### config.mk
export PLATFORM = sky130hd
export DESIGN_NAME = first_fit_contiguous_allocator
export DESIGN_NICKNAME = d
export VERILOG_FILES = /design/src/ffca_pkg.sv /design/src/first_fit_contiguous_allocator.sv
export SDC_FILE = /design/constraint.sdc
export NUM_CORES = 2
export LEC_CHECK = 0
export BUFFER_PORTS_ARGS = -buffer_cell sky130_fd_sc_hd__buf_2
export CAP_MARGIN = 5
export CORE_UTILIZATION = 57
export CTS_CLUSTER_DIAMETER = 200
export DETAILED_ROUTE_END_ITERATION = 10
export PLACE_DENSITY = 0.79
export SYNTH_ARGS = -nofsm -noshare
export SYNTH_HDL_FRONTEND = slang
export SYNTH_SLANG_ARGS = --single-unit
### constraint.sdc
create_clock -name clk -period 12.5 [get_ports clk]
set_clock_uncertainty 0.15 [all_clocks]
set_input_delay 1.25 -clock clk [delete_from_list [all_inputs] [get_ports clk]]
set_output_delay 1.25 -clock clk [all_outputs]
set_load 0.02 [all_outputs]
### src/ffca_pkg.sv
package ffca_pkg;

  // Geometry of the bitmap and the slot table.
  localparam int BLOCKS  = 1024;
  localparam int SLOTS   = 128;
  localparam int BLOCK_W = $clog2(BLOCKS);
  localparam int CNT_W   = $clog2(BLOCKS + 1);
  localparam int SLOT_W  = $clog2(SLOTS);

  // Request kinds.
  localparam logic KIND_ALLOC = 1'b0;
  localparam logic KIND_FREE  = 1'b1;

  // Result status codes.
  typedef enum logic [1:0] {
    STATUS_OK       = 2'd0,
    STATUS_NOSPACE  = 2'd1,
    STATUS_FULL     = 2'd2,
    STATUS_NOTFOUND = 2'd3
  } status_t;

  // Sequencer states, one-hot.
  typedef enum logic [7:0] {
    ST_CLEAR   = 8'b0000_0001,
    ST_IDLE    = 8'b0000_0010,
    ST_SLOT    = 8'b0000_0100,
    ST_SCAN    = 8'b0000_1000,
    ST_MARK    = 8'b0001_0000,
    ST_FREE_RD = 8'b0010_0000,
    ST_FREE    = 8'b0100_0000,
    ST_DONE    = 8'b1000_0000
  } state_t;

endpackage

### src/first_fit_contiguous_allocator.sv
// Channel    Handshake              Payload
// request    req_valid / req_stall  kind, size, handle
// result     rsp_valid / rsp_stall  status, slot, run_start, used_total
//
// After reset the bitmap memory is swept to zero, one block a cycle, while req_stall
// is high. An allocate walks the valid bits for an idle slot, scans the bitmap
// through its single read port, and marks the run; a free reads the slot table,
// then clears the run through the single write port of the bitmap. Either then
// loads the output register. One request is in work at a time; a finished result
// waits in the output register while rsp_stall is high.
module first_fit_contiguous_allocator (
  input  logic                         clk,
  input  logic                         rst,
  input  logic                         req_valid,
  output logic                         req_stall,
  input  logic                         kind,
  input  logic [ffca_pkg::CNT_W-1:0]   size,
  input  logic [ffca_pkg::SLOT_W-1:0]  handle,
  output logic                         rsp_valid,
  input  logic                         rsp_stall,
  output logic [1:0]                   status,
  output logic [ffca_pkg::SLOT_W-1:0]  slot,
  output logic [ffca_pkg::BLOCK_W-1:0] run_start,
  output logic [ffca_pkg::CNT_W-1:0]   used_total
);

  localparam int BW = ffca_pkg::BLOCK_W;
  localparam int CW = ffca_pkg::CNT_W;
  localparam int SW = ffca_pkg::SLOT_W;

  // Memories: block bitmap and slot start/length table.
  logic                  bm_mem [ffca_pkg::BLOCKS];
  logic [BW-1:0]         tbl_start_mem [ffca_pkg::SLOTS];
  logic [CW-1:0]         tbl_len_mem [ffca_pkg::SLOTS];

  logic                  bm_we;
  logic                  bm_wdata;
  logic                  bm_rdata;
  logic                  tbl_we;
  logic [BW-1:0]         tbl_rstart;
  logic [CW-1:0]         tbl_rlen;

  // Control and datapath registers.
  ffca_pkg::state_t      state, state_next;
  logic [BW-1:0]         bm_addr, bm_addr_next;
  logic [BW-1:0]         rd_blk;
  logic                  rd_vld, rd_vld_next;
  logic [CW-1:0]         run_len, run_len_next;
  logic [BW-1:0]         run_begin, run_begin_next;
  logic [CW-1:0]         req_size, req_size_next;
  logic [SW-1:0]         req_handle, req_handle_next;
  logic [SW-1:0]         slot_ptr, slot_ptr_next;
  logic [CW-1:0]         cnt, cnt_next;
  logic [CW-1:0]         used_count, used_count_next;
  logic [ffca_pkg::SLOTS-1:0] slot_valid, slot_valid_next;
  ffca_pkg::status_t     res_status, res_status_next;
  logic [SW-1:0]         res_slot, res_slot_next;
  logic [BW-1:0]         res_start, res_start_next;

  logic                  req_accept;
  logic                  out_load;
  logic                  handle_live;
  logic [CW-1:0]         run_inc;

  assign req_stall   = (state != ffca_pkg::ST_IDLE);
  assign req_accept  = req_valid && !req_stall;
  assign out_load    = (state == ffca_pkg::ST_DONE) && (!rsp_valid || !rsp_stall);
  assign handle_live = (32'(handle) < ffca_pkg::SLOTS) && slot_valid[handle];
  assign run_inc     = run_len + CW'(1);

  // Bitmap memory: one write and one registered read per cycle.
  always_ff @(posedge clk) begin
    if (bm_we) begin
      bm_mem[bm_addr] <= bm_wdata;
    end
    bm_rdata <= bm_mem[bm_addr];
  end

  // Slot table memory: written at the allocated slot, read at the request handle.
  always_ff @(posedge clk) begin
    if (tbl_we) begin
      tbl_start_mem[slot_ptr] <= res_start;
      tbl_len_mem[slot_ptr]   <= req_size;
    end
    tbl_rstart <= tbl_start_mem[handle];
    tbl_rlen   <= tbl_len_mem[handle];
  end

  // Sequencer.
  always_comb begin
    state_next      = state;
    bm_addr_next    = bm_addr;
    rd_vld_next     = 1'b0;
    run_len_next    = run_len;
    run_begin_next  = run_begin;
    req_size_next   = req_size;
    req_handle_next = req_handle;
    slot_ptr_next   = slot_ptr;
    cnt_next        = cnt;
    used_count_next = used_count;
    slot_valid_next = slot_valid;
    res_status_next = res_status;
    res_slot_next   = res_slot;
    res_start_next  = res_start;
    bm_we           = 1'b0;
    bm_wdata        = 1'b0;
    tbl_we          = 1'b0;

    unique case (state)
      ffca_pkg::ST_CLEAR: begin
        bm_we        = 1'b1;
        bm_wdata     = 1'b0;
        bm_addr_next = bm_addr + BW'(1);
        if (bm_addr == BW'(ffca_pkg::BLOCKS - 1)) begin
          state_next = ffca_pkg::ST_IDLE;
        end
      end

      ffca_pkg::ST_IDLE: begin
        if (req_accept) begin
          if (kind == ffca_pkg::KIND_ALLOC) begin
            req_size_next = size;
            slot_ptr_next = '0;
            state_next    = ffca_pkg::ST_SLOT;
          end else begin
            req_handle_next = handle;
            if (handle_live) begin
              state_next = ffca_pkg::ST_FREE_RD;
            end else begin
              res_status_next = ffca_pkg::STATUS_NOTFOUND;
              res_slot_next   = handle;
              res_start_next  = '0;
              state_next      = ffca_pkg::ST_DONE;
            end
          end
        end
      end

      // Walk the valid bits for the lowest idle slot.
      ffca_pkg::ST_SLOT: begin
        if (!slot_valid[slot_ptr]) begin
          if (req_size == '0 || req_size > CW'(ffca_pkg::BLOCKS)) begin
            res_status_next = ffca_pkg::STATUS_NOSPACE;
            res_slot_next   = '0;
            res_start_next  = '0;
            state_next      = ffca_pkg::ST_DONE;
          end else begin
            bm_addr_next = '0;
            run_len_next = '0;
            state_next   = ffca_pkg::ST_SCAN;
          end
        end else if (slot_ptr == SW'(ffca_pkg::SLOTS - 1)) begin
          res_status_next = ffca_pkg::STATUS_FULL;
          res_slot_next   = '0;
          res_start_next  = '0;
          state_next      = ffca_pkg::ST_DONE;
        end else begin
          slot_ptr_next = slot_ptr + SW'(1);
        end
      end

      // Stream the bitmap and track the current run of free blocks.
      ffca_pkg::ST_SCAN: begin
        bm_addr_next = bm_addr + BW'(1);
        rd_vld_next  = 1'b1;
        if (rd_vld) begin
          if (!bm_rdata) begin
            run_len_next = run_inc;
            if (run_len == '0) begin
              run_begin_next = rd_blk;
            end
            if (run_inc == req_size) begin
              res_start_next = (run_len == '0) ? rd_blk : run_begin;
              bm_addr_next   = (run_len == '0) ? rd_blk : run_begin;
              cnt_next       = req_size;
              rd_vld_next    = 1'b0;
              state_next     = ffca_pkg::ST_MARK;
            end else if (rd_blk == BW'(ffca_pkg::BLOCKS - 1)) begin
              res_status_next = ffca_pkg::STATUS_NOSPACE;
              res_slot_next   = '0;
              res_start_next  = '0;
              rd_vld_next     = 1'b0;
              state_next      = ffca_pkg::ST_DONE;
            end
          end else begin
            run_len_next = '0;
            if (rd_blk == BW'(ffca_pkg::BLOCKS - 1)) begin
              res_status_next = ffca_pkg::STATUS_NOSPACE;
              res_slot_next   = '0;
              res_start_next  = '0;
              rd_vld_next     = 1'b0;
              state_next      = ffca_pkg::ST_DONE;
            end
          end
        end
      end

      // Set the run's blocks, then record the slot.
      ffca_pkg::ST_MARK: begin
        bm_we        = 1'b1;
        bm_wdata     = 1'b1;
        bm_addr_next = bm_addr + BW'(1);
        cnt_next     = cnt - CW'(1);
        if (cnt == CW'(1)) begin
          tbl_we                    = 1'b1;
          slot_valid_next[slot_ptr] = 1'b1;
          used_count_next           = used_count + req_size;
          res_status_next           = ffca_pkg::STATUS_OK;
          res_slot_next             = slot_ptr;
          state_next                = ffca_pkg::ST_DONE;
        end
      end

      // Table data for the handle is available this cycle.
      ffca_pkg::ST_FREE_RD: begin
        bm_addr_next   = tbl_rstart;
        res_start_next = tbl_rstart;
        cnt_next       = tbl_rlen;
        req_size_next  = tbl_rlen;
        state_next     = ffca_pkg::ST_FREE;
      end

      // Clear the slot's blocks; a live run is always fully marked.
      ffca_pkg::ST_FREE: begin
        bm_we        = 1'b1;
        bm_wdata     = 1'b0;
        bm_addr_next = bm_addr + BW'(1);
        cnt_next     = cnt - CW'(1);
        if (cnt <= CW'(1)) begin
          slot_valid_next[req_handle] = 1'b0;
          used_count_next             = used_count - req_size;
          res_status_next             = ffca_pkg::STATUS_OK;
          res_slot_next               = req_handle;
          state_next                  = ffca_pkg::ST_DONE;
        end
      end

      ffca_pkg::ST_DONE: begin
        if (out_load) begin
          state_next = ffca_pkg::ST_IDLE;
        end
      end

      default: begin
        state_next = ffca_pkg::ST_IDLE;
      end
    endcase
  end

  // Control registers.
  always_ff @(posedge clk) begin
    if (rst) begin
      state      <= ffca_pkg::ST_CLEAR;
      bm_addr    <= '0;
      rd_vld     <= 1'b0;
      slot_valid <= '0;
      used_count <= '0;
    end else begin
      state      <= state_next;
      bm_addr    <= bm_addr_next;
      rd_vld     <= rd_vld_next;
      slot_valid <= slot_valid_next;
      used_count <= used_count_next;
    end
  end

  // Datapath registers.
  always_ff @(posedge clk) begin
    rd_blk     <= bm_addr;
    run_len    <= run_len_next;
    run_begin  <= run_begin_next;
    req_size   <= req_size_next;
    req_handle <= req_handle_next;
    slot_ptr   <= slot_ptr_next;
    cnt        <= cnt_next;
    res_status <= res_status_next;
    res_slot   <= res_slot_next;
    res_start  <= res_start_next;
  end

  // Output register holds the result until it is taken.
  always_ff @(posedge clk) begin
    if (rst) begin
      rsp_valid <= 1'b0;
    end else if (out_load) begin
      rsp_valid <= 1'b1;
    end else if (!rsp_stall) begin
      rsp_valid <= 1'b0;
    end
  end

  always_ff @(posedge clk) begin
    if (out_load) begin
      status     <= res_status;
      slot       <= res_slot;
      run_start  <= res_start;
      used_total <= used_count;
    end
  end

endmodule
==> flow_summary.ini <==
[status]
outcome = finished with violations
violations = capacitance limit

[hold_path]
hp-class = reg2reg

[global_routing]
grt_max_degree = 307
grt_util_all_layers_pct = 32.9
overflow = 0
antenna_found_initial = 39
grt_pass1_vias = 90500
grt_pass1_wl_mm = 660

[pwr]
p_clk_share_pct = 42.2
intPower_mw = 21.9
power.leakage_nw = 57.6
fin_total_pwr_mw = 28.3
power.switching_mw = 6.42
power.density_mw_per_mm2 = 158
power_frac_seq_pct = 51.7
swShare_pct = 22.6
p_comb_share_pct = 6.1
worst_ir_drop_vdd_mv = 0.150

[place]
io_buffers = 54
gp_congestion = 0.984
place_hpwl_mm = 237

[routing]
initialDrtViolationCount = 15000
wire_per_inst_um = 37.2
firstDrtPassIters = 8
vias = 90500
routed_wirelength_mm = 469
drtAntennaViolNets = 0
drcViolationCount = 0
via_per_inst = 7.18

[timing]
finalHoldViolCount = 0
slew_viol_final = 0
fin_hold_ws_ps = 270
period_needed_ps = 5470
fmax_mhz = 183
setup_viol = 0
post-route-period-util_pct = 43.8
setup_tns_ps = 0
rsz0062_at_grt = false
max_slew_margin_pct = 0.527
worst_pin_slew_ps = 1480

[floorplan]
die-area_mm2 = 0.284
top_level_ports = 55
die_h_um = 533
rows = 194
die_x_um = 533
core-area_mm2 = 0.280
start_util_pct = 57.4

[synth]
ys_ff_latch = 4009
synth_edf_count = 3818
async_reset_ff_share_pct = 0
seq_area_frac_synth_pct = 73.7
yosys_warnings = 0
yosys_most_used_dff = edfxtp_1
syn-instance-count = 8414
ys_types = 87
avgSynthCellArea_um2 = 19.1
synth_area_leaders = edfxtp_1 71%, mux4_2 16%, nor2_1 2.9%
syn_nets = 8458
netlist_area_mm2 = 0.161
synth_top_area_share_pct = 71.3
yosys.area.top_type = edfxtp_1

[clocking]
path_clk_slew_ps = 70
cts_max_level = 5
cts_buffer_depth = 4
cts_root_buf = clkbuf_16
clk_latency_ps = 980
cts_sinks = 4009
cts_hold_buf = 0
cts_tree = built
ctsResizeCount = 0
cts_buffers = 390
cts_setup_buffers = 0

[run]
maxCapViolations = 1

[setup_path]
cpPeakStageDelay_ps = 1150
endpoint_kind = flip-flop
cp_slowest_cell = nor2_4
path_max_fanout = 22
critPathKind = reg2reg
cp.required_ps = 13200
r2r_setup_slack_ps = 7030
arrival_ps = 6170
crit_chain = or4_1, nor4_2, nand4_1, nor2_1, nand2_1, nor2_4, o21ai_0, a21oi_1
cp-start-kind = flip-flop

[layout]
nets = 8564
fin_util_pct = 63.9
area_growth_pct = 11.3
drive_gt1_share_pct = 26.1
stage by stage:
step / cell area [um2] / worst slack [ps] / instances
floorplan: 161000 / 701 / 8414
detailed placement: 166000 / 6320 / 11900
finish: 179000 / 7030 / 12600
global route: 179000 / 7000 / 12600
global placement: 166000 / 6320 / 11900
CTS: 179000 / 7230 / 12600
per-layer routing:
layer / part of all wire (%) / vias to the layer above / track usage, %
met3: 12 / 1987 / 7.32
li1: - / 34100 / -
met1: 31 / 46300 / 40.0
met2: 48 / 8036 / 53.2
met4: 8.0 / 26 / 21.9
met5: 0.041 / - / 0.0666
placed cells by master, fill, tap and decap left out, drive strengths merged, types with 33 or more instances in the layout:
master / instances
clkbuf: 486
bufinv: 38
a21oi: 173
nor2: 1238
inv: 48
nand3: 77
dfxtp: 191
nor3: 35
a22oi: 122
buf: 330
edfxtp: 3818
diode: 33
clkinv: 176
mux4: 1176
o21ai: 174
nand4: 42
nand2: 277
final timing paths:
check | from | to | depth (start not counted)
worst max-delay path | cnt[4]$_DFFE_PP_ | slot_valid[2]$_SDFFE_PP0P_ | 8
worst min-delay path | res_slot[5]$_DFFE_PP_ | slot[5]$_DFFE_PP_ | 0
worst max register to register | cnt[4]$_DFFE_PP_ | slot_valid[2]$_SDFFE_PP0P_ | 8
worst min register to register | res_slot[5]$_DFFE_PP_ | slot[5]$_DFFE_PP_ | 0
worst max-delay path, delay by kind of cell (launching register included):
kind | cells | cell delay (ps)
AOI/OAI and AO/OA | 2 | 470
DFF | 1 | 460
and+or+nand+nor | 6 | 4260
sequential cells by signal, summed over array words and instances (netlist names), 11 cells and up:
register,count
cnt,11
used_total,11
tbl_start_mem,1280
tbl_len_mem,1408
tbl_rlen,11
req_size,11
bm_mem,1024
run_len,11
used_count,11
slot_valid,128
power groups by stage:
stage | registers (mW) | clock network (mW) | logic (mW)
after floorplan | 14.9 | 0 | 1.16
after global placement | 14.9 | 0 | 1.66
after detailed placement | 14.9 | 0 | 1.68
after CTS | 14.6 | 12.0 | 1.71
after global routing | 14.6 | 12.4 | 1.77
final | 14.7 | 12.0 | 1.73
final cells by class:
type / count / area [um2]
Multi-Input combinational cell: 3755 / 40200
Clock inverter: 239 / 2380
Antenna cell: 33 / 82.6
Tap cell: 3724 / 4660
Fill cell: 17400 / 101000
Clock buffer: 486 / 10400
Sequential cell: 4009 / 118000
Inverter: 34 / 128
Timing Repair Buffer: 330 / 2500
cells in the mapped netlist, drive strengths merged (9+ instances only):
cell type / number
a22oi: 122
xor2: 18
a31oi: 9
nor2b: 30
edfxtp: 3818
dfxtp: 191
o21ai: 174
nand3b: 12
nor3b: 12
ha: 20
a21o: 10
nor2: 1238
a2111oi: 13
mux2i: 29
and3: 26
nand4: 42
buf: 176
nor3: 35
a211oi: 11
nor4: 20
mux4: 1176
xnor2: 31
inv: 32
nand3: 77
o211ai: 18
a22o: 15
nand2: 277
clkbuf: 440
a221oi: 16
a21oi: 173
nand2b: 17
mux2: 32
logic make-up (layout without fill, tap and decap cells):
kind of cell	Yosys count	in the layout	share of synthesized area, %
flops	4009	4009	73.7
simple gates	1831	1831	4.78
mux	1237	1237	16.9
buf+inv	650	1089	1.70
compound gates	612	612	2.41
xor+xnor	54	54	0.339
fa+ha+maj	21	21	0.168
other cells	0	33	0
No activity file was read; power rests on OpenSTA's default activity.
